File: config.mk
export PLATFORM = sky130hd
export DESIGN_NAME = vliw_bundle_packer_core_flat
export DESIGN_NICKNAME = d
export VERILOG_FILES = /design/src/hw/rtl/vbp_pkg.sv /design/src/hw/rtl/vbp_in_if.sv /design/src/hw/rtl/vbp_out_if.sv /design/src/hw/rtl/vliw_bundle_packer_core.sv /design/src/hw/rtl/vbp_issue.sv /design/src/hw/rtl/vbp_bundle_state.sv /design/src/flat_wrapper.sv
export SDC_FILE = /design/constraint.sdc
export NUM_CORES = 1
export LEC_CHECK = 0
export ABC_AREA = 1
export BUFFER_PORTS_ARGS = -buffer_cell sky130_fd_sc_hd__buf_2
export CORE_ASPECT_RATIO = 1.25
export CORE_MARGIN = 2
export CORE_UTILIZATION = 40
export CTS_CLUSTER_SIZE = 24
export DETAILED_ROUTE_END_ITERATION = 7
export SLEW_MARGIN = 20
export SYNTH_ARGS = -nofsm -noshare
export SYNTH_HDL_FRONTEND = slang
export SYNTH_SLANG_ARGS = --single-unit
File: constraint.sdc
create_clock -name clk -period 5.2 [get_ports clk]
set_clock_uncertainty 0.05 [all_clocks]
set_input_delay 0.52 -clock clk [delete_from_list [all_inputs] [get_ports clk]]
set_output_delay 0.52 -clock clk [all_outputs]
set_load 0.005 [all_outputs]
File: src/hw/rtl/vbp_pkg.sv
// ----------------------------------------------------------------------------
// vbp_pkg
// shared constants, item types and helper functions of the vliw bundle packer
// ----------------------------------------------------------------------------
package vbp_pkg;

    localparam int NUM_CHANNELS           = 6;
    localparam int CH_BITS                = $clog2(NUM_CHANNELS);
    localparam int OP_BITS                = 8;
    localparam int REG_BITS               = 8;
    localparam int CLASS_BITS             = 3;
    localparam int STATUS_BITS            = 2;
    localparam int COUNT_BITS             = 3;
    localparam int DEFAULT_REG_INDEX_BITS = 8;

    // result status codes
    localparam logic [STATUS_BITS-1:0] STATUS_PLACED     = 2'd0;
    localparam logic [STATUS_BITS-1:0] STATUS_HAZARD     = 2'd1;
    localparam logic [STATUS_BITS-1:0] STATUS_NO_CHANNEL = 2'd2;
    localparam logic [STATUS_BITS-1:0] STATUS_SKIPPED    = 2'd3;

    // unit classes
    localparam logic [CLASS_BITS-1:0] CLASS_NONE = 3'd0;
    localparam logic [CLASS_BITS-1:0] CLASS_ALU  = 3'd1;
    localparam logic [CLASS_BITS-1:0] CLASS_MUL  = 3'd2;
    localparam logic [CLASS_BITS-1:0] CLASS_DIV  = 3'd3;
    localparam logic [CLASS_BITS-1:0] CLASS_MEM  = 3'd4;

    // allowed channel sets
    localparam logic [NUM_CHANNELS-1:0] CH_MASK_NONE = 6'h00;
    localparam logic [NUM_CHANNELS-1:0] CH_MASK_ALU  = 6'h0F;
    localparam logic [NUM_CHANNELS-1:0] CH_MASK_MUL  = 6'h03;
    localparam logic [NUM_CHANNELS-1:0] CH_MASK_DIV  = 6'h01;
    localparam logic [NUM_CHANNELS-1:0] CH_MASK_MEM  = 6'h30;

    typedef struct packed {
        logic [OP_BITS-1:0]    op_code;
        logic [CLASS_BITS-1:0] unit_class;
        logic                  dest_valid;
        logic [REG_BITS-1:0]   dest_reg;
        logic                  src_a_valid;
        logic [REG_BITS-1:0]   src_a_reg;
        logic                  src_b_valid;
        logic [REG_BITS-1:0]   src_b_reg;
        logic                  last_in_group;
    } item_t;

    typedef struct packed {
        logic [STATUS_BITS-1:0] status;
        logic [CH_BITS-1:0]     channel;
        logic [OP_BITS-1:0]     slot_op;
        logic [REG_BITS-1:0]    slot_dest;
        logic [REG_BITS-1:0]    slot_src_a;
        logic [REG_BITS-1:0]    slot_src_b;
        logic [COUNT_BITS-1:0]  placed_count;
    } result_t;

    typedef struct packed {
        logic [NUM_CHANNELS-1:0]               busy_mask;
        logic [NUM_CHANNELS-1:0]               written_valid;
        logic [NUM_CHANNELS-1:0][REG_BITS-1:0] written_regs;
        logic                                  bundle_closed;
        logic [COUNT_BITS-1:0]                 placed_total;
    } state_t;

    typedef struct packed {
        logic                place;
        logic                close;
        logic                clear;
        logic [CH_BITS-1:0]  pick;
        logic                write_dest;
        logic [REG_BITS-1:0] dest_reg;
    } update_t;

    function automatic logic [NUM_CHANNELS-1:0] class_mask(input logic [CLASS_BITS-1:0] cls);
        logic [NUM_CHANNELS-1:0] m;
        unique case (cls)
            CLASS_ALU: m = CH_MASK_ALU;
            CLASS_MUL: m = CH_MASK_MUL;
            CLASS_DIV: m = CH_MASK_DIV;
            CLASS_MEM: m = CH_MASK_MEM;
            default:   m = CH_MASK_NONE;
        endcase
        return m;
    endfunction

    // keeps the low index bits that the register file really has
    function automatic logic [REG_BITS-1:0] reg_mask(input int unsigned bits);
        logic [REG_BITS-1:0] m;
        for (int i = 0; i < REG_BITS; i++)
        begin
            m[i] = (i < bits);
        end
        return m;
    endfunction

endpackage

File: src/hw/rtl/vbp_in_if.sv
// ----------------------------------------------------------------------------
// vbp_in_if
// instruction channel of the bundle packer: valid, ready and item fields
// ----------------------------------------------------------------------------
interface vbp_in_if;
    logic       valid;
    logic       ready;
    logic [7:0] op_code;
    logic [2:0] unit_class;
    logic       dest_valid;
    logic [7:0] dest_reg;
    logic       src_a_valid;
    logic [7:0] src_a_reg;
    logic       src_b_valid;
    logic [7:0] src_b_reg;
    logic       last_in_group;

    modport source (
        output valid, op_code, unit_class, dest_valid, dest_reg,
               src_a_valid, src_a_reg, src_b_valid, src_b_reg, last_in_group,
        input  ready
    );

    modport sink (
        input  valid, op_code, unit_class, dest_valid, dest_reg,
               src_a_valid, src_a_reg, src_b_valid, src_b_reg, last_in_group,
        output ready
    );
endinterface

File: src/hw/rtl/vbp_out_if.sv
// ----------------------------------------------------------------------------
// vbp_out_if
// slot result channel of the bundle packer: valid, ready and result fields
// ----------------------------------------------------------------------------
interface vbp_out_if;
    logic       valid;
    logic       ready;
    logic [1:0] status;
    logic [2:0] channel;
    logic [7:0] slot_op;
    logic [7:0] slot_dest;
    logic [7:0] slot_src_a;
    logic [7:0] slot_src_b;
    logic [2:0] placed_count;

    modport source (
        output valid, status, channel, slot_op, slot_dest, slot_src_a, slot_src_b,
               placed_count,
        input  ready
    );

    modport sink (
        input  valid, status, channel, slot_op, slot_dest, slot_src_a, slot_src_b,
               placed_count,
        output ready
    );
endinterface

File: src/hw/rtl/vliw_bundle_packer_core.sv
// ----------------------------------------------------------------------------
// vliw_bundle_packer_core
// packs instructions into a six-channel vliw bundle with waw/raw checks
// ----------------------------------------------------------------------------
// usage
//   in_item  : one instruction per item (opcode, unit class, optional
//              destination and two sources, last_in_group mark)
//   out_item : one slot result per instruction item (status, channel,
//              slot fields, placed count after the item)
//   path     : an accepted item waits in the input register, and its result
//              is written to the result register, where the receiver takes it
//   rate     : one item per cycle while out_item.ready is high; the hazard compare against the six
//              placed destinations and the channel pick are one pass of
//              logic between the input register and the result register
//   stall    : when out_item.ready is low the result register holds, the
//              input register still takes one more item, then in_item.ready
//              drops until the receiver takes the pending result
//   reset    : rst_n clears both valid flags, busy channels, recorded
//              destinations, the close flag and the placed count; the
//              destination store itself needs no clearing
// ----------------------------------------------------------------------------
module vliw_bundle_packer_core #(
    parameter int REG_INDEX_BITS = vbp_pkg::DEFAULT_REG_INDEX_BITS
) (
    input  logic     clk,
    input  logic     rst_n,
    vbp_in_if.sink   in_item,
    vbp_out_if.source out_item
);
    import vbp_pkg::*;

    // input register
    logic    in_valid_reg;
    logic    in_valid_next;
    item_t   in_data_reg;
    item_t   in_data;

    // result register
    logic    out_valid_reg;
    logic    out_valid_next;
    result_t out_data_reg;

    // issue logic
    result_t issue_result;
    update_t issue_update;
    state_t  bundle_state;
    logic    advance;
    logic    in_fire;

    // item moves into the result register when that register is free or emptying
    assign advance        = in_valid_reg && (!out_valid_reg || out_item.ready);
    assign in_item.ready  = !in_valid_reg || advance;
    assign in_fire        = in_item.valid && in_item.ready;

    assign in_data.op_code       = in_item.op_code;
    assign in_data.unit_class    = in_item.unit_class;
    assign in_data.dest_valid    = in_item.dest_valid;
    assign in_data.dest_reg      = in_item.dest_reg;
    assign in_data.src_a_valid   = in_item.src_a_valid;
    assign in_data.src_a_reg     = in_item.src_a_reg;
    assign in_data.src_b_valid   = in_item.src_b_valid;
    assign in_data.src_b_reg     = in_item.src_b_reg;
    assign in_data.last_in_group = in_item.last_in_group;

    always_comb
    begin
        in_valid_next = in_valid_reg;
        if (in_fire)
        begin
            in_valid_next = 1'b1;
        end
        else if (advance)
        begin
            in_valid_next = 1'b0;
        end
    end

    always_comb
    begin
        out_valid_next = out_valid_reg;
        if (advance)
        begin
            out_valid_next = 1'b1;
        end
        else if (out_item.ready)
        begin
            out_valid_next = 1'b0;
        end
    end

    always_ff @(posedge clk or negedge rst_n)
    begin
        if (!rst_n)
        begin
            in_valid_reg  <= 1'b0;
            out_valid_reg <= 1'b0;
        end
        else
        begin
            in_valid_reg  <= in_valid_next;
            out_valid_reg <= out_valid_next;
        end
    end

    // payload registers, no reset needed
    always_ff @(posedge clk)
    begin
        if (in_fire)
        begin
            in_data_reg <= in_data;
        end
        if (advance)
        begin
            out_data_reg <= issue_result;
        end
    end

    // decision for the item in the input register against the current bundle
    vbp_issue #(
        .REG_INDEX_BITS (REG_INDEX_BITS)
    ) u_issue (
        .item   (in_data_reg),
        .state  (bundle_state),
        .result (issue_result),
        .update (issue_update)
    );

    // bundle state moves together with the item
    vbp_bundle_state u_state (
        .clk    (clk),
        .rst_n  (rst_n),
        .upd_en (advance),
        .update (issue_update),
        .state  (bundle_state)
    );

    assign out_item.valid        = out_valid_reg;
    assign out_item.status       = out_data_reg.status;
    assign out_item.channel      = out_data_reg.channel;
    assign out_item.slot_op      = out_data_reg.slot_op;
    assign out_item.slot_dest    = out_data_reg.slot_dest;
    assign out_item.slot_src_a   = out_data_reg.slot_src_a;
    assign out_item.slot_src_b   = out_data_reg.slot_src_b;
    assign out_item.placed_count = out_data_reg.placed_count;

endmodule

File: src/hw/rtl/vbp_issue.sv
// ----------------------------------------------------------------------------
// vbp_issue
// hazard check against placed destinations and lowest free channel pick
// ----------------------------------------------------------------------------
module vbp_issue #(
    parameter int REG_INDEX_BITS = vbp_pkg::DEFAULT_REG_INDEX_BITS
) (
    input  vbp_pkg::item_t   item,
    input  vbp_pkg::state_t  state,
    output vbp_pkg::result_t result,
    output vbp_pkg::update_t update
);
    import vbp_pkg::*;

    localparam logic [REG_BITS-1:0] REG_MASK = reg_mask(REG_INDEX_BITS);

    logic [REG_BITS-1:0]     dreg;
    logic [REG_BITS-1:0]     areg;
    logic [REG_BITS-1:0]     breg;
    logic                    hazard;
    logic [NUM_CHANNELS-1:0] free_mask;
    logic [CH_BITS-1:0]      pick;
    logic                    found;

    assign dreg      = item.dest_reg & REG_MASK;
    assign areg      = item.src_a_reg & REG_MASK;
    assign breg      = item.src_b_reg & REG_MASK;
    assign free_mask = class_mask(item.unit_class) & ~state.busy_mask;

    // six parallel compares against placed destinations
    always_comb
    begin
        hazard = 1'b0;
        for (int ch = 0; ch < NUM_CHANNELS; ch++)
        begin
            if (state.written_valid[ch] &&
                ((item.dest_valid  && dreg == state.written_regs[ch]) ||
                 (item.src_a_valid && areg == state.written_regs[ch]) ||
                 (item.src_b_valid && breg == state.written_regs[ch])))
            begin
                hazard = 1'b1;
            end
        end
    end

    // lowest set bit of the free mask
    always_comb
    begin
        pick  = '0;
        found = 1'b0;
        for (int ch = 0; ch < NUM_CHANNELS; ch++)
        begin
            if (free_mask[ch] && !found)
            begin
                pick  = CH_BITS'(ch);
                found = 1'b1;
            end
        end
    end

    always_comb
    begin
        result              = '0;
        result.status       = STATUS_SKIPPED;
        result.placed_count = state.placed_total;

        update            = '0;
        update.clear      = item.last_in_group;
        update.pick       = pick;
        update.dest_reg   = dreg;

        if (!state.bundle_closed)
        begin
            if (hazard)
            begin
                result.status = STATUS_HAZARD;
                update.close  = 1'b1;
            end
            else if (!found)
            begin
                result.status = STATUS_NO_CHANNEL;
                update.close  = 1'b1;
            end
            else
            begin
                result.status       = STATUS_PLACED;
                result.channel      = pick;
                result.slot_op      = item.op_code;
                result.slot_dest    = item.dest_valid  ? dreg : '0;
                result.slot_src_a   = item.src_a_valid ? areg : '0;
                result.slot_src_b   = item.src_b_valid ? breg : '0;
                result.placed_count = state.placed_total + COUNT_BITS'(1);
                update.place        = 1'b1;
                update.write_dest   = item.dest_valid;
            end
        end
    end

endmodule

File: src/hw/rtl/vbp_bundle_state.sv
// ----------------------------------------------------------------------------
// vbp_bundle_state
// busy channels, placed destinations, close flag and placed count of a bundle
// ----------------------------------------------------------------------------
module vbp_bundle_state (
    input  logic             clk,
    input  logic             rst_n,
    input  logic             upd_en,
    input  vbp_pkg::update_t update,
    output vbp_pkg::state_t  state
);
    import vbp_pkg::*;

    logic [NUM_CHANNELS-1:0] busy_mask_reg;
    logic [NUM_CHANNELS-1:0] busy_mask_next;
    logic [NUM_CHANNELS-1:0] written_valid_reg;
    logic [NUM_CHANNELS-1:0] written_valid_next;
    logic                    bundle_closed_reg;
    logic                    bundle_closed_next;
    logic [COUNT_BITS-1:0]   placed_total_reg;
    logic [COUNT_BITS-1:0]   placed_total_next;
    logic [REG_BITS-1:0]     written_regs_reg [NUM_CHANNELS];
    logic [NUM_CHANNELS-1:0] pick_onehot;

    assign pick_onehot = NUM_CHANNELS'(1) << update.pick;

    always_comb
    begin
        busy_mask_next     = busy_mask_reg;
        written_valid_next = written_valid_reg;
        bundle_closed_next = bundle_closed_reg;
        placed_total_next  = placed_total_reg;
        if (upd_en)
        begin
            if (update.clear)
            begin
                busy_mask_next     = '0;
                written_valid_next = '0;
                bundle_closed_next = 1'b0;
                placed_total_next  = '0;
            end
            else
            begin
                if (update.place)
                begin
                    busy_mask_next    = busy_mask_reg | pick_onehot;
                    placed_total_next = placed_total_reg + COUNT_BITS'(1);
                end
                if (update.place && update.write_dest)
                begin
                    written_valid_next = written_valid_reg | pick_onehot;
                end
                if (update.close)
                begin
                    bundle_closed_next = 1'b1;
                end
            end
        end
    end

    always_ff @(posedge clk or negedge rst_n)
    begin
        if (!rst_n)
        begin
            busy_mask_reg     <= '0;
            written_valid_reg <= '0;
            bundle_closed_reg <= 1'b0;
            placed_total_reg  <= '0;
        end
        else
        begin
            busy_mask_reg     <= busy_mask_next;
            written_valid_reg <= written_valid_next;
            bundle_closed_reg <= bundle_closed_next;
            placed_total_reg  <= placed_total_next;
        end
    end

    // destination store, read only where written_valid is set
    always_ff @(posedge clk)
    begin
        if (upd_en && update.place && update.write_dest)
        begin
            written_regs_reg[update.pick] <= update.dest_reg;
        end
    end

    always_comb
    begin
        state.busy_mask     = busy_mask_reg;
        state.written_valid = written_valid_reg;
        state.bundle_closed = bundle_closed_reg;
        state.placed_total  = placed_total_reg;
        for (int ch = 0; ch < NUM_CHANNELS; ch++)
        begin
            state.written_regs[ch] = written_regs_reg[ch];
        end
    end

    // each placed item occupies exactly one channel
    a_count_matches_busy: assert property (@(posedge clk) disable iff (!rst_n)
        $countones(busy_mask_reg) == int'(placed_total_reg))
        else $error("placed count differs from busy channel count");

    // a destination is only recorded on an occupied channel
    a_dest_on_busy: assert property (@(posedge clk) disable iff (!rst_n)
        (written_valid_reg & ~busy_mask_reg) == '0)
        else $error("destination recorded on a free channel");

    // the last item of a group leaves a clean bundle
    a_clear_after_last: assert property (@(posedge clk) disable iff (!rst_n)
        (upd_en && update.clear) |=>
            (busy_mask_reg == '0 && written_valid_reg == '0 && !bundle_closed_reg))
        else $error("bundle state not cleared after last item");

endmodule
File: src/flat_wrapper.sv
// flat-port wrapper written by rule: the top's interface ports become plain ports
module vliw_bundle_packer_core_flat import vbp_pkg::*;
#(
    parameter int REG_INDEX_BITS = vbp_pkg::DEFAULT_REG_INDEX_BITS
)
  (clk, rst_n, in_item_valid, in_item_op_code, in_item_unit_class, in_item_dest_valid, in_item_dest_reg, in_item_src_a_valid, in_item_src_a_reg, in_item_src_b_valid, in_item_src_b_reg, in_item_last_in_group, in_item_ready, out_item_valid, out_item_status, out_item_channel, out_item_slot_op, out_item_slot_dest, out_item_slot_src_a, out_item_slot_src_b, out_item_placed_count, out_item_ready);
  vbp_in_if in_item_i ();
  vbp_out_if out_item_i ();
  input  logic clk;
  input  logic rst_n;
  input wire logic [$bits(in_item_i.valid)-1:0] in_item_valid;
  input wire logic [$bits(in_item_i.op_code)-1:0] in_item_op_code;
  input wire logic [$bits(in_item_i.unit_class)-1:0] in_item_unit_class;
  input wire logic [$bits(in_item_i.dest_valid)-1:0] in_item_dest_valid;
  input wire logic [$bits(in_item_i.dest_reg)-1:0] in_item_dest_reg;
  input wire logic [$bits(in_item_i.src_a_valid)-1:0] in_item_src_a_valid;
  input wire logic [$bits(in_item_i.src_a_reg)-1:0] in_item_src_a_reg;
  input wire logic [$bits(in_item_i.src_b_valid)-1:0] in_item_src_b_valid;
  input wire logic [$bits(in_item_i.src_b_reg)-1:0] in_item_src_b_reg;
  input wire logic [$bits(in_item_i.last_in_group)-1:0] in_item_last_in_group;
  output wire logic [$bits(in_item_i.ready)-1:0] in_item_ready;
  output wire logic [$bits(out_item_i.valid)-1:0] out_item_valid;
  output wire logic [$bits(out_item_i.status)-1:0] out_item_status;
  output wire logic [$bits(out_item_i.channel)-1:0] out_item_channel;
  output wire logic [$bits(out_item_i.slot_op)-1:0] out_item_slot_op;
  output wire logic [$bits(out_item_i.slot_dest)-1:0] out_item_slot_dest;
  output wire logic [$bits(out_item_i.slot_src_a)-1:0] out_item_slot_src_a;
  output wire logic [$bits(out_item_i.slot_src_b)-1:0] out_item_slot_src_b;
  output wire logic [$bits(out_item_i.placed_count)-1:0] out_item_placed_count;
  input wire logic [$bits(out_item_i.ready)-1:0] out_item_ready;
  assign in_item_i.valid = in_item_valid;
  assign in_item_i.op_code = in_item_op_code;
  assign in_item_i.unit_class = in_item_unit_class;
  assign in_item_i.dest_valid = in_item_dest_valid;
  assign in_item_i.dest_reg = in_item_dest_reg;
  assign in_item_i.src_a_valid = in_item_src_a_valid;
  assign in_item_i.src_a_reg = in_item_src_a_reg;
  assign in_item_i.src_b_valid = in_item_src_b_valid;
  assign in_item_i.src_b_reg = in_item_src_b_reg;
  assign in_item_i.last_in_group = in_item_last_in_group;
  assign in_item_ready = in_item_i.ready;
  assign out_item_valid = out_item_i.valid;
  assign out_item_status = out_item_i.status;
  assign out_item_channel = out_item_i.channel;
  assign out_item_slot_op = out_item_i.slot_op;
  assign out_item_slot_dest = out_item_i.slot_dest;
  assign out_item_slot_src_a = out_item_i.slot_src_a;
  assign out_item_slot_src_b = out_item_i.slot_src_b;
  assign out_item_placed_count = out_item_i.placed_count;
  assign out_item_i.ready = out_item_ready;
  vliw_bundle_packer_core #(.REG_INDEX_BITS(REG_INDEX_BITS)) u_core (.clk(clk), .rst_n(rst_n), .in_item(in_item_i), .out_item(out_item_i));
endmodule
Word-level counts from Yosys, hierarchy flattened:

Memories as Yosys holds them, arrays and structs flattened.
Index checks and enable logic that the tools add are counted.

* equal/unequal tests: 22
* shifts and indexed selects: 1
* reduce and logical (&&, ||, !) cells: 68
* bitwise operators: 8
* mux-type cells: 45
* $add $sub $neg: 1

Operators with widths (count)
* 8-bit == test: 18
* 1-bit logical AND: 34
* 1-bit two-way mux: 28
* 3-bit two-way mux: 9
* 6-bit two-way mux: 4
* 6-bit one-hot mux with 4 select lines: 1
* 1-bit logical OR: 14
* 6-bit OR: 2
* 4-bit OR reduction: 3
* 2-bit nonzero test: 5
* 1-bit zero test: 7
* 6-bit bitwise AND: 1
* 3-bit by 2-bit == test with 1-bit output (second input constant): 2
* 2-bit two-way mux: 3
* 6-bit inverter: 1
* 2-bit AND reduction: 3
* 1-bit by 3-bit << shifter with 6-bit output (first input constant): 1
* 1-bit inverter: 4
* 3-bit by 1-bit adder with 3-bit output (second input constant): 1
* 3-bit by 1-bit == test with 1-bit output (second input constant): 1
* 3-bit == test (second input constant): 1
* 3-bit OR reduction: 1
* 2-bit OR reduction: 1

* register bits after elaboration: 97
* logic and storage cells: 169
* output and inout bits: 42
* bits of input ports: 43
* memories: 1
* RAM bits: 48

Memory list
* u_core.u_state.written_regs_reg: words 6, width 8, rd ports 6, clocked after memory_dff 0, write ports 1, line vbp_bundle_state.sv:22 `logic [REG_BITS-1:0] written_regs_reg [NUM_CHANNELS];`

Logic depth before layout (Yosys ltp):

Gate-level depths: netlist of run 1.

* depth after elaboration: 26
* mapped depth: 17
* mapped depth without buffers: 16

Modules after synthesis:

A second synthesis of run 1 with hierarchy kept.

* cells, all modules: 888
* area total of the unflattened synthesis: 7708.6 um2

By module, submodules not included
* vbp_issue: sequential area each 0.0 um2, area each 3009.1 um2, instances 1, cells an instance 644
* vliw_bundle_packer_core: sequential area each 2422.3 um2, area each 2467.4 um2, instances 1, cells an instance 91
* vbp_bundle_state: sequential area each 1841.8 um2, area each 2232.1 um2, instances 1, cells an instance 153

Least setup slack after synthesis of run 1:

Ideal clock, no wire load.

* path type: flip-flop to flip-flop
* start: register u_core.in_data_reg[22] (netlist name)
* end: memory u_core.u_state.written_regs_reg[3][0], enable pin
* data required time: 4.780 ns
* arrival time: 2.115 ns
* period minus slack after synthesis: 2.535 ns
* setup slack: 2.665 ns
* stages on the path, launching flop included: 18
* buffers on the path: 2
* library setup time: 0.370 ns
* path through: edfxtp_1 buf_6 clkinv_2 nand2_1 nand2_1 inv_1 nand2_1 nor2_1 nand3_1 nand3_1 nand2_1 nand2_1 nor2_4 nand3_4 nor2_4 buf_6 nand3b_1 nor2_1

* word-level cells in the longest chain between the ends: 17
* elaborated cells on any way between the ends: 44
* classes of those cells: eq/ne: 6; mux: 12; reduce/logical: 26

Ends and longest elaborated chain
* from (decl): line vliw_bundle_packer_core.sv:35 `item_t in_data_reg;`
* from (signal assigned): line vliw_bundle_packer_core.sv:110 `in_data_reg <= in_data;`
* 8-bit == test: line vbp_issue.sv:37 `((item.dest_valid && dreg == state.written_regs[ch]) ||`
* 1-bit logical AND: line vbp_issue.sv:37
* 1-bit logical OR: line vbp_issue.sv:37
* 1-bit logical OR: line vbp_issue.sv:38 `(item.src_a_valid && areg == state.written_regs[ch]) ||`
* 1-bit logical AND: line vbp_issue.sv:36 `if (state.written_valid[ch] &&`
* 1-bit two-way mux (5 in series): line vbp_issue.sv:36
* 1-bit two-way mux (*): line vbp_issue.sv:36
* 1-bit two-way mux: line vbp_issue.sv:74 `if (hazard)`
* 2-bit two-way mux: line vbp_issue.sv:72 `if (!state.bundle_closed)`
* 1-bit logical AND: line vbp_bundle_state.sv:82 `if (upd_en && update.place && update.write_dest)`
* 1-bit logical AND (*): line vbp_bundle_state.sv:82
* 1-bit two-way mux (*): line vbp_bundle_state.sv:82
* 1-bit two-way mux (not written as such) (*): line vbp_bundle_state.sv:84 `written_regs_reg[update.pick] <= update.dest_reg;`
* to (decl): line vbp_bundle_state.sv:22

Mark *: on every way between the ends. The rest lies on a longest branch, timed or not.

Worst setup path after layout of run 1:

* start: register u_core.in_data_reg[22] (netlist name)
* end: memory u_core.u_state.written_regs_reg[2][0], enable pin

The elaborated chain is that of the path after synthesis.

==> results.py, run 1 <==
metrics = {
    "logic_synthesis": {
        "synth_nets": 885,
        "netlist_instances": 841,
        "syn_area_per_cell_um2": 8.82,
        "yosys_warnings": 0,
        "synth.distinct_cells": 35,
        "synth-seq-area-share": 0.575,
        "netlist_area_um2": 7420,
        "yosys_register_bits": 145,
    },
    "job": {
        "maxCapViolCount": 0,
    },
    "min_path": {
        "min_from": "in_item_op_code[7]",
        "hold_path.class": "primary input to register",
        "hold_depth": 1,
    },
    "worst_setup_path": {
        "reg2reg_from": "u_core.in_data_reg[22]$_DFFE_PP_",
        "cp.required_ns": 5.20,
        "critPathSlowestCell": "nor2_1",
        "crit_start": "u_core.in_data_reg[22]$_DFFE_PP_",
        "path_delay_family": "simple AND/OR/NAND/NOR gates",
        "cp_slowest_stage_delay_ns": 0.80,
        "crit_buf_inv": 2,
        "worstPathMaxFanout": 17,
        "cp_common_cell": "nand2_1",
        "cp-end-kind": "register",
        "cp-start-kind": "register",
        "critical_path_class": "register to register",
        "cp_cell_sequence": "clkinv_2, nand2_1, nand2_1, inv_1, nand2_1, nor2_1, nand3_1, nand3_1, nand2_1, nand2_1, nor2_4, nand3_4, nor2_4, nand2_2, nor2_1",
        "cp.depth": 15,
        "reg2regPathDepth": 15,
        "critPathArrivalTime_ns": 3.58,
    },
    "route": {
        "drc": 0,
        "viasPerCell": 5.07,
        "drt_iter0_drc": 605,
        "dr.pass1.iters": 6,
        "wire_per_inst_um": 17.4,
        "wirelength_um": 20400,
        "ant_nets": 0,
        "vias": 5942,
    },
    "place": {
        "dpl.hpwl_um": 15100,
        "port_buffers": 84,
        "place.gp.congestion": 1.06,
    },
    "clocking": {
        "htreeDepth": 4,
        "cts_resized": 0,
        "clkTransAtPathRegs_ns": 0.07,
        "cts-root-buf": "clkbuf_16",
        "cts_buffer_depth": 2,
        "clk_latency_ns": 0.43,
        "numCtsBuffers": 17,
        "hold_buffers": 1,
        "cts_tree": "done",
        "post_cts_buffers": 0,
        "clock_sinks": 145,
    },
    "global_routing": {
        "grt_pass1_vias": 5610,
        "grt_max_degree": 41,
        "grt.overflow.total": 0,
        "grt_usage": 0.213,
        "antenna_found_initial": 0,
        "grt_first_pass_wirelength_um": 31500,
    },
    "sta": {
        "finalSetupViolations": 0,
        "rsz0062_at_grt": "no",
        "slew_headroom": 0.295,
        "max_freq_ghz": 0.279,
        "slew_viol_final": 0,
        "hold_viol_final": 0,
        "min_period_over_period": 0.689,
        "layout_min_cycle_time_ns": 3.58,
        "tightest_slew_ns": 1.05,
        "fin_tns_setup_ns": 0,
    },
    "cells_and_area": {
        "antenna_cells": 0,
        "nNetsFinal": 975,
        "area_delta_synth_final_pct": 16.4,
        "largest_reg_flops": 48,
        "final_cell_mix": "289 x nand2_1, 127 x edfxtp_1, 90 x inv_1",
        "final_common_cell": "nand2_1",
        "drive_above_1_share": 0.168,
    },
    "power_and_ir_drop": {
        "finalPower_w": 0.00325,
        "irDropWorstVdd_uv": 209,
        "leakage_nw": 4.00,
        "power_density_nw_per_um2": 376,
    },
    "die": {
        "io_pins": 85,
        "start_util": 0.408,
        "fp.dieW_um": 126,
        "core_area_um2": 18200,
        "dieArea_um2": 19700,
        "die-height_um": 156,
        "num_rows": 55,
    },
    "run_status": {
        "status": "finished, final reports clean",
    },
}
-- worst paths after layout --
kind	to	slack (ns)
worst max-delay path	u_core.u_state.written_regs_reg[2][0]$_DFFE_PP_	1.62
max in group asynchronous	u_core.u_state.written_valid_reg[2]$_DFFE_PN0P_	4.27
worst max register to register	u_core.u_state.written_regs_reg[2][0]$_DFFE_PP_	1.62
worst min register to register	u_core.u_state.written_valid_reg[2]$_DFFE_PN0P_	0.47
min in group asynchronous	u_core.u_state.busy_mask_reg[3]$_DFFE_PN0P_	0.51
worst min-delay path	u_core.in_data_reg[38]$_DFFE_PP_	0.20
-- per-layer routing --
| layer | vias up | global-route usage | share of wire |
|---|---|---|---|
| li1 | 2908 | - | - |
| met1 | 2753 | 0.271 | 0.42 |
| met2 | 230 | 0.352 | 0.48 |
| met3 | 51 | 0.0458 | 0.062 |
| met4 | 0 | 0.0952 | 0.037 |
| met5 | - | 0 | 0 |
-- cell families (layout without fill, tap and decap cells) --
family,after synthesis,in the layout,share of synthesized area
fa+ha+maj,1,1,0.00169
flops,145,145,0.575
buf+inv,133,236,0.0771
xor+xnor,30,30,0.0354
compound gates,74,74,0.0560
simple gates,458,458,0.255
-- report_power, final --
group / internal (W) / switching (W)
Sequential: 0.00143 / 0.0000950
Clock: 0.000652 / 0.000574
Combinational: 0.000166 / 0.000328
Total: 0.00225 / 0.000998
-- area by class of cell --
type	instances	area [µm²]
fill	1790	9530
sequential	145	4260
multi-input combinational	563	2580
timing repair buffer	88	453
inverter	116	437
clock buffer	17	425
tap	228	285
clock inverter	15	186
-- cells in the mapped netlist, drive strengths merged --
cell     number  share of area
nand2       296           0.15
xor2         23          0.027
nor2         90          0.048
o21a          4         0.0040
xnor2         7         0.0083
nor4          1        0.00084
o21ai        20          0.014
nand3        53          0.037
o211ai        6         0.0067
buf          17          0.018
o22ai         6         0.0051
or2           1        0.00084
inv         114          0.058
o2111ai       1         0.0012
edfxtp      127           0.51
nand3b        2         0.0020
nand4         8         0.0088
dfrtp        18          0.061
a21oi        37          0.025
clkinv        2         0.0012
ha            1         0.0017
nor3          7         0.0054
-- stage by stage --
step	cell area (µm²)	utilization	setup WS, ns	hold slack (ns)	cells
floorplan	7420	-	2.66	0.174	841
global placement	8010	0.441	1.70	0.437	1139
detailed placement	8010	0.441	1.62	0.442	1139
CTS	8640	0.475	1.59	0.185	1172
global route	8640	0.475	1.32	0.188	1172
finish	8640	0.475	1.62	0.203	1172
Note: power is estimated with default switching activity, not from simulation.
==> inputs of run 2 (changes only) <==
ABC_AREA = 0   (was 1)
clock period = 3.3 ns   (was 5.2 ns; I/O delays follow)
==> run 2 against run 1 <==
Effect of this change: routed wire length decreased by 21%; clock power increased by 38%; sequential power increased by 48%; utilization decreased by 1.1 points; global-route usage decreased by 2.8 points; final cell count decreased by 29%; total power increased by 35%; register-to-register slack got worse by 1.2 ns; synthesized area decreased by 6.0%.
==> results.py, run 2 <==
metrics = {
    "worst_setup_path": {
        "cp-start-kind": "register",
        "critPathSlowestCell": "edfxtp_1",
        "cp_cell_sequence": "xnor2_1, nand4_1, nor3_1, nor4_4, nand4_4, nor2_4, buf_4, mux2_2",
        "cp-end-kind": "register",
        "cp.required_ns": 3.43,
        "critPathArrivalTime_ns": 3.02,
        "worstPathMaxFanout": 31,
        "critical_path_class": "register to register",
        "cp_slowest_stage_delay_ns": 0.76,
    },
    "clocking": {
        "cts_resized": 0,
        "htreeDepth": 4,
        "cts-root-buf": "clkbuf_16",
        "clkTransAtPathRegs_ns": 0.06,
        "clk_latency_ns": 0.43,
        "numCtsBuffers": 17,
        "clock_sinks": 145,
        "cts_tree": "done",
        "cts_buffer_depth": 2,
        "post_cts_buffers": 0,
    },
    "global_routing": {
        "use_met2": 0.325,
        "grt_first_pass_wirelength_um": 24900,
        "met3_usage": 0.0382,
        "antenna_found_initial": 0,
        "grt_usage": 0.186,
        "grt.overflow.total": 0,
        "grt_max_degree": 40,
        "met1_usage": 0.219,
        "grt_pass1_vias": 4490,
        "grt.busiest_layer": "met2",
    },
    "run_status": {
        "status": "finished, final reports clean",
    },
    "die": {
        "dieArea_um2": 18500,
        "start_util": 0.404,
        "core_area_um2": 17300,
        "fp.dieW_um": 122,
        "io_pins": 85,
        "num_rows": 54,
        "die-height_um": 152,
    },
    "sta": {
        "min_period_over_period": 0.876,
        "layout_min_cycle_time_ns": 2.89,
        "fin_tns_setup_ns": 0,
        "slew_headroom": 0.358,
        "rsz0062_at_grt": "no",
        "hold_viol_final": 0,
        "worst_hold_slack_ns": 0.0195,
        "slew_viol_final": 0,
        "max_freq_ghz": 0.346,
        "tightest_slew_ns": 0.963,
        "finalSetupViolations": 0,
    },
    "logic_synthesis": {
        "synth-seq-area-share": 0.611,
        "synth_top_family_by_area": "XOR/XNOR gates",
        "netlist_area_um2": 6980,
        "netlist_instances": 512,
        "yosys_warnings": 0,
        "synth_fa_ha_area_frac": 0.00179,
        "async_reset_ff_frac": 0.124,
        "synth_compound_area_frac": 0.0262,
        "synthTopCellsByArea": "edfxtp_1 55%, xnor2_1 15%, dfrtp_1 6.5%",
        "yosysMostFrequentCell": "edfxtp_1",
        "yosys.area.top_type": "edfxtp_1",
        "synth_xor_area_frac": 0.184,
        "synth_nets": 556,
        "syn_area_per_cell_um2": 13.6,
        "synth.distinct_cells": 46,
        "yosys_register_bits": 145,
        "netlist.area_leader.share": 0.546,
        "synth-main-ff-cell": "edfxtp_1",
        "synthSimpleGateAreaFrac": 0.138,
        "synth_edf_count": 127,
        "synthMuxAreaShare": 0.00323,
        "synth_common_cells": "127 x edfxtp_1, 119 x xnor2_1, 30 x nand3_1",
    },
    "place": {
        "place.gp.congestion": 0.875,
        "dpl.hpwl_um": 11600,
        "port_buffers": 84,
    },
    "power_and_ir_drop": {
        "power_density_nw_per_um2": 545,
        "irDropWorstVdd_uv": 248,
        "finalPower_w": 0.00438,
        "leakage_nw": 2.85,
    },
    "route": {
        "drc": 0,
        "vias": 4265,
        "ant_nets": 0,
        "wire_per_inst_um": 19.3,
        "drt_iter0_drc": 270,
        "wirelength_um": 16000,
        "dr.pass1.iters": 4,
        "viasPerCell": 5.14,
    },
    "cells_and_area": {
        "final_cell_mix": "127 x edfxtp_1, 119 x xnor2_1, 84 x buf_2",
        "antenna_cells": 0,
        "largest_reg_flops": 48,
        "nNetsFinal": 638,
        "area_delta_synth_final_pct": 15.2,
        "final_common_cell": "edfxtp_1",
        "fin_util": 0.465,
        "drive_above_1_share": 0.224,
    },
    "min_path": {
        "hold_path.class": "primary input to register",
    },
    "job": {
        "maxCapViolCount": 0,
    },
}
==> run 2: cell count changes after synthesis, moves of 17 or more <==
cell     before  now
inv_1        91    2
and3_1        0   22
nor3_1        6   24
nor2_1       87    5
nand2_1     289   14
a21oi_1      37    4
and2_1        0   17
nand3_1      52   30
xnor2_1       7  119
inv_2        23    0
==> run 2: timing repair <==
action,CTS,global route
hold buffers,1,0
setup endpoints to repair,0,0
hold endpoints to repair,18,0
==> run 2: logic make-up (layout without fill, tap and decap cells) <==
logic type      Yosys count  count (layout)
buf+inv                  33             127
compound gates           26              26
mux                       2               2
flops                   145             145
simple gates            158             158
xor+xnor                147             147
fa+ha+maj                 1               1
==> run 2: area by class of cell <==
cell class,count,area (µm²)
fill,1609,9260
sequential,145,4260
multi-input combinational,334,2470
timing repair buffer,94,498
clock buffer,17,425
tap,224,280
clock inverter,14,93.8
inverter,2,7.51
==> run 2: through the flow <==
stage | worst slack [ns] | area (µm²) | std cells
floorplan | 0.150 | 6980 | 512
global placement | 0.474 | 7510 | 798
detailed placement | 0.418 | 7510 | 798
CTS | 0.416 | 8040 | 830
global route | 0.210 | 8040 | 830
finish | 0.411 | 8040 | 830
==> run 2: final timing paths <==
kind                                                                        end  cells after the start                              from  slack (ns)
worst max-delay path                  u_core.out_item.placed_count[1]$_DFFE_PP_                      8  u_core.in_data_reg[26]$_DFFE_PP_        0.41
worst min-delay path                            u_core.in_data_reg[8]$_DFFE_PP_                      1              in_item_src_b_reg[7]        0.02
worst max register to register        u_core.out_item.placed_count[1]$_DFFE_PP_                      8  u_core.in_data_reg[26]$_DFFE_PP_        0.41
worst min register to register                u_core.out_item.valid$_DFFE_PN0P_                      1   u_core.in_valid_reg$_DFFE_PN0P_        0.45
max in group asynchronous       u_core.u_state.written_valid_reg[4]$_DFFE_PN0P_                      2                             rst_n        2.57
min in group asynchronous                     u_core.out_item.valid$_DFFE_PN0P_                      2                             rst_n        0.33
==> run 2: power breakdown <==
part | switching (W) | internal (W) | total (W)
Sequential | 0.000133 | 0.00214 | 0.00227
Clock | 0.000757 | 0.000947 | 0.00170
Combinational | 0.000207 | 0.000196 | 0.000403
Total | 0.00110 | 0.00328 | 0.00438
==> run 2: metal layers <==
layer / up-vias / part of all wire
met5: - / 0
met4: 0 / 0.022
met3: 27 / 0.046
met2: 126 / 0.52
met1: 2109 / 0.41
li1: 2003 / -
==> run 2: critical path, delay by kind of cell (launching register included) <==
family | cells | cell delay [ns]
XOR/XNOR | 1 | 0.17
AND/OR/NAND/NOR | 5 | 0.96
multiplexers | 1 | 0.37
buffers and inverters | 1 | 0.31
flip-flops | 1 | 0.76
==> inputs of run 3 (changes only) <==
CORE_UTILIZATION = 35   (was 40)
CTS_BUF_LIST = sky130_fd_sc_hd__clkbuf_8   (was default)
==> run 3 against run 2 <==
Effect of this change: flip-flop and latch count stayed put; largest power group unchanged; setup slack got worse by 0.10 ns; sequential share of layout area shrank 2.2 points; global-route usage shrank 1.2 points; first-iteration DRC count grew 0.74%; final cell count is 9.9% higher; critical endpoint unchanged; total power fell by 4.8%; hold slack improved by 0.12 ns.
==> results.py, run 3 (synthesis results as in run 2) <==
metrics = {
    "run_status": {
        "status": "finished, final reports clean",
    },
    "global_routing": {
        "grt.overflow.total": 0,
        "grt_first_pass_wirelength_um": 26900,
        "antenna_found_initial": 0,
        "grt_max_degree": 40,
        "grt_usage": 0.174,
        "grt_pass1_vias": 4755,
    },
    "place": {
        "place.gp.congestion": 0.969,
        "dpl_cell_area_um2": 7560,
        "dpl.hpwl_um": 12400,
        "port_buffers": 84,
        "dp_slack_ns": 0.381,
    },
    "worst_setup_path": {
        "cp-end-kind": "register",
        "crit_buf_inv": 1,
        "critPathSlowestCell": "edfxtp_1",
        "cp.required_ns": 3.47,
        "reg2regPathDepth": 8,
        "path_delay_family": "simple AND/OR/NAND/NOR gates",
        "critical_path_class": "register to register",
        "worstPathMaxFanout": 31,
        "critPathArrivalTime_ns": 3.16,
        "r2r_slack_ns": 0.31,
        "cp_cell_sequence": "xnor2_1, nand4_1, nor3_1, nor4_4, nand4_4, nor2_4, buf_4, mux2_2",
        "cp-start-kind": "register",
        "rr_endpoint": "u_core.out_item.placed_count[1]$_DFFE_PP_",
        "cp_slowest_stage_delay_ns": 0.84,
        "reg2reg_from": "u_core.in_data_reg[21]$_DFFE_PP_",
    },
    "sta": {
        "worst_hold_slack_ns": 0.136,
        "hold_viol_final": 0,
        "finalSetupViolations": 0,
        "layout_min_cycle_time_ns": 2.99,
        "rsz0062_at_grt": "no",
        "slew_headroom": 0.379,
        "slew_viol_final": 0,
        "setup_ws_ns": 0.311,
        "fin_tns_setup_ns": 0,
        "tightest_slew_ns": 0.932,
        "max_freq_ghz": 0.335,
        "min_period_over_period": 0.906,
    },
    "die": {
        "fp.dieW_um": 130,
        "num_rows": 57,
        "dieArea_um2": 21100,
        "start_util": 0.358,
        "core_area_um2": 19500,
        "io_pins": 85,
        "die-height_um": 162,
    },
    "route": {
        "viasPerCell": 4.81,
        "dr.pass1.iters": 6,
        "wirelength_um": 17200,
        "drc": 0,
        "ant_nets": 0,
        "wire_per_inst_um": 18.8,
        "drt_iter0_drc": 272,
        "vias": 4391,
    },
    "clocking": {
        "cts-root-buf": "clkbuf_8",
        "numCtsBuffers": 17,
        "cts_buffer_depth": 2,
        "cts_tree": "done",
        "htreeDepth": 4,
        "clk_latency_ns": 0.46,
        "clock_sinks": 145,
        "clkTransAtPathRegs_ns": 0.08,
    },
    "cells_and_area": {
        "design_area_um2": 8380,
        "nNetsFinal": 678,
        "drive_above_1_share": 0.212,
        "multi_input_area_um2": 2470,
        "fillers": 1797,
        "antenna_cells": 0,
        "largest_reg_flops": 48,
        "seq_area_um2": 4260,
        "area_delta_synth_final_pct": 20.1,
        "final_cell_mix": "127 x edfxtp_1, 119 x xnor2_1, 84 x buf_2",
        "final_common_cell": "edfxtp_1",
    },
    "power_and_ir_drop": {
        "leakage_nw": 2.99,
        "irDropWorstVdd_uv": 249,
        "power_density_nw_per_um2": 497,
    },
    "min_path": {
        "hold_path.class": "primary input to register",
        "hold_depth": 3,
        "hold_end": "u_core.in_valid_reg$_DFFE_PN0P_",
        "min_from": "out_item_ready",
    },
    "job": {
        "maxCapViolCount": 0,
    },
}
run 3: worst max path at each step:
stage,from,cells after the start,to,slack [ns]
after floorplan,u_core.out_item.valid$_DFFE_PN0P_,5,u_core.u_state.written_regs_reg[2][0]$_DFFE_PP_,0.15
after global placement,u_core.in_data_reg[21]$_DFFE_PP_,8,u_core.out_item.placed_count[1]$_DFFE_PP_,0.40
after detailed placement,u_core.in_data_reg[21]$_DFFE_PP_,8,u_core.out_item.placed_count[1]$_DFFE_PP_,0.38
after CTS,u_core.in_data_reg[21]$_DFFE_PP_,8,u_core.out_item.placed_count[1]$_DFFE_PP_,0.35
after global routing,u_core.in_data_reg[24]$_DFFE_PP_,8,u_core.out_item.placed_count[1]$_DFFE_PP_,0.15
final,u_core.in_data_reg[21]$_DFFE_PP_,8,u_core.out_item.placed_count[1]$_DFFE_PP_,0.31
run 3: worst register-to-register path: stages, from the launching register on:
cell and delay (ns):
edfxtp_1 0.84, xnor2_1 0.17, nand4_1 0.18, nor3_1 0.10, nor4_4 0.32, nand4_4 0.23, nor2_4 0.17, buf_4 0.32
mux2_2 0.37
run 3: final cells by class:
| type | instances | area share |
|---|---|---|
| Tap cell | 265 | 0.0396 |
| Timing Repair Buffer | 134 | 0.107 |
| Clock inverter | 13 | 0.0175 |
| Inverter | 2 | 0.000896 |
| Multi-Input combinational cell | 334 | 0.295 |
| Clock buffer | 19 | 0.0312 |
| Sequential cell | 145 | 0.509 |
run 3: metrics by stage:
stage           util  instances  power (W)
4_1_cts        0.430        912    0.00421
3_3_place_gp   0.388        839    0.00271
3_5_place_dp   0.388        839    0.00273
5_1_grt        0.430        912    0.00434
2_1_floorplan      -        512    0.00255
6_report       0.430        912    0.00417
run 3: power by group:
group | switching (W) | internal (W)
logic | 0.000220 | 0.000227
registers | 0.000138 | 0.00214
clock network | 0.000671 | 0.000775
run 3: repair_timing:
item / 4_1_cts / 5_1_grt
hold endpoints to repair: 58 / 0
resized for setup: 0 / 0
hold buffers: 41 / 0
buffers inserted: 0 / 0
run 3: metal layers:
metal	up-vias	global-route usage	wire, µm
met1	2129	0.209	7190
met4	0	0.102	750
li1	2077	-	-
met3	48	0.0336	707
met2	137	0.288	8520
met5	-	0	0
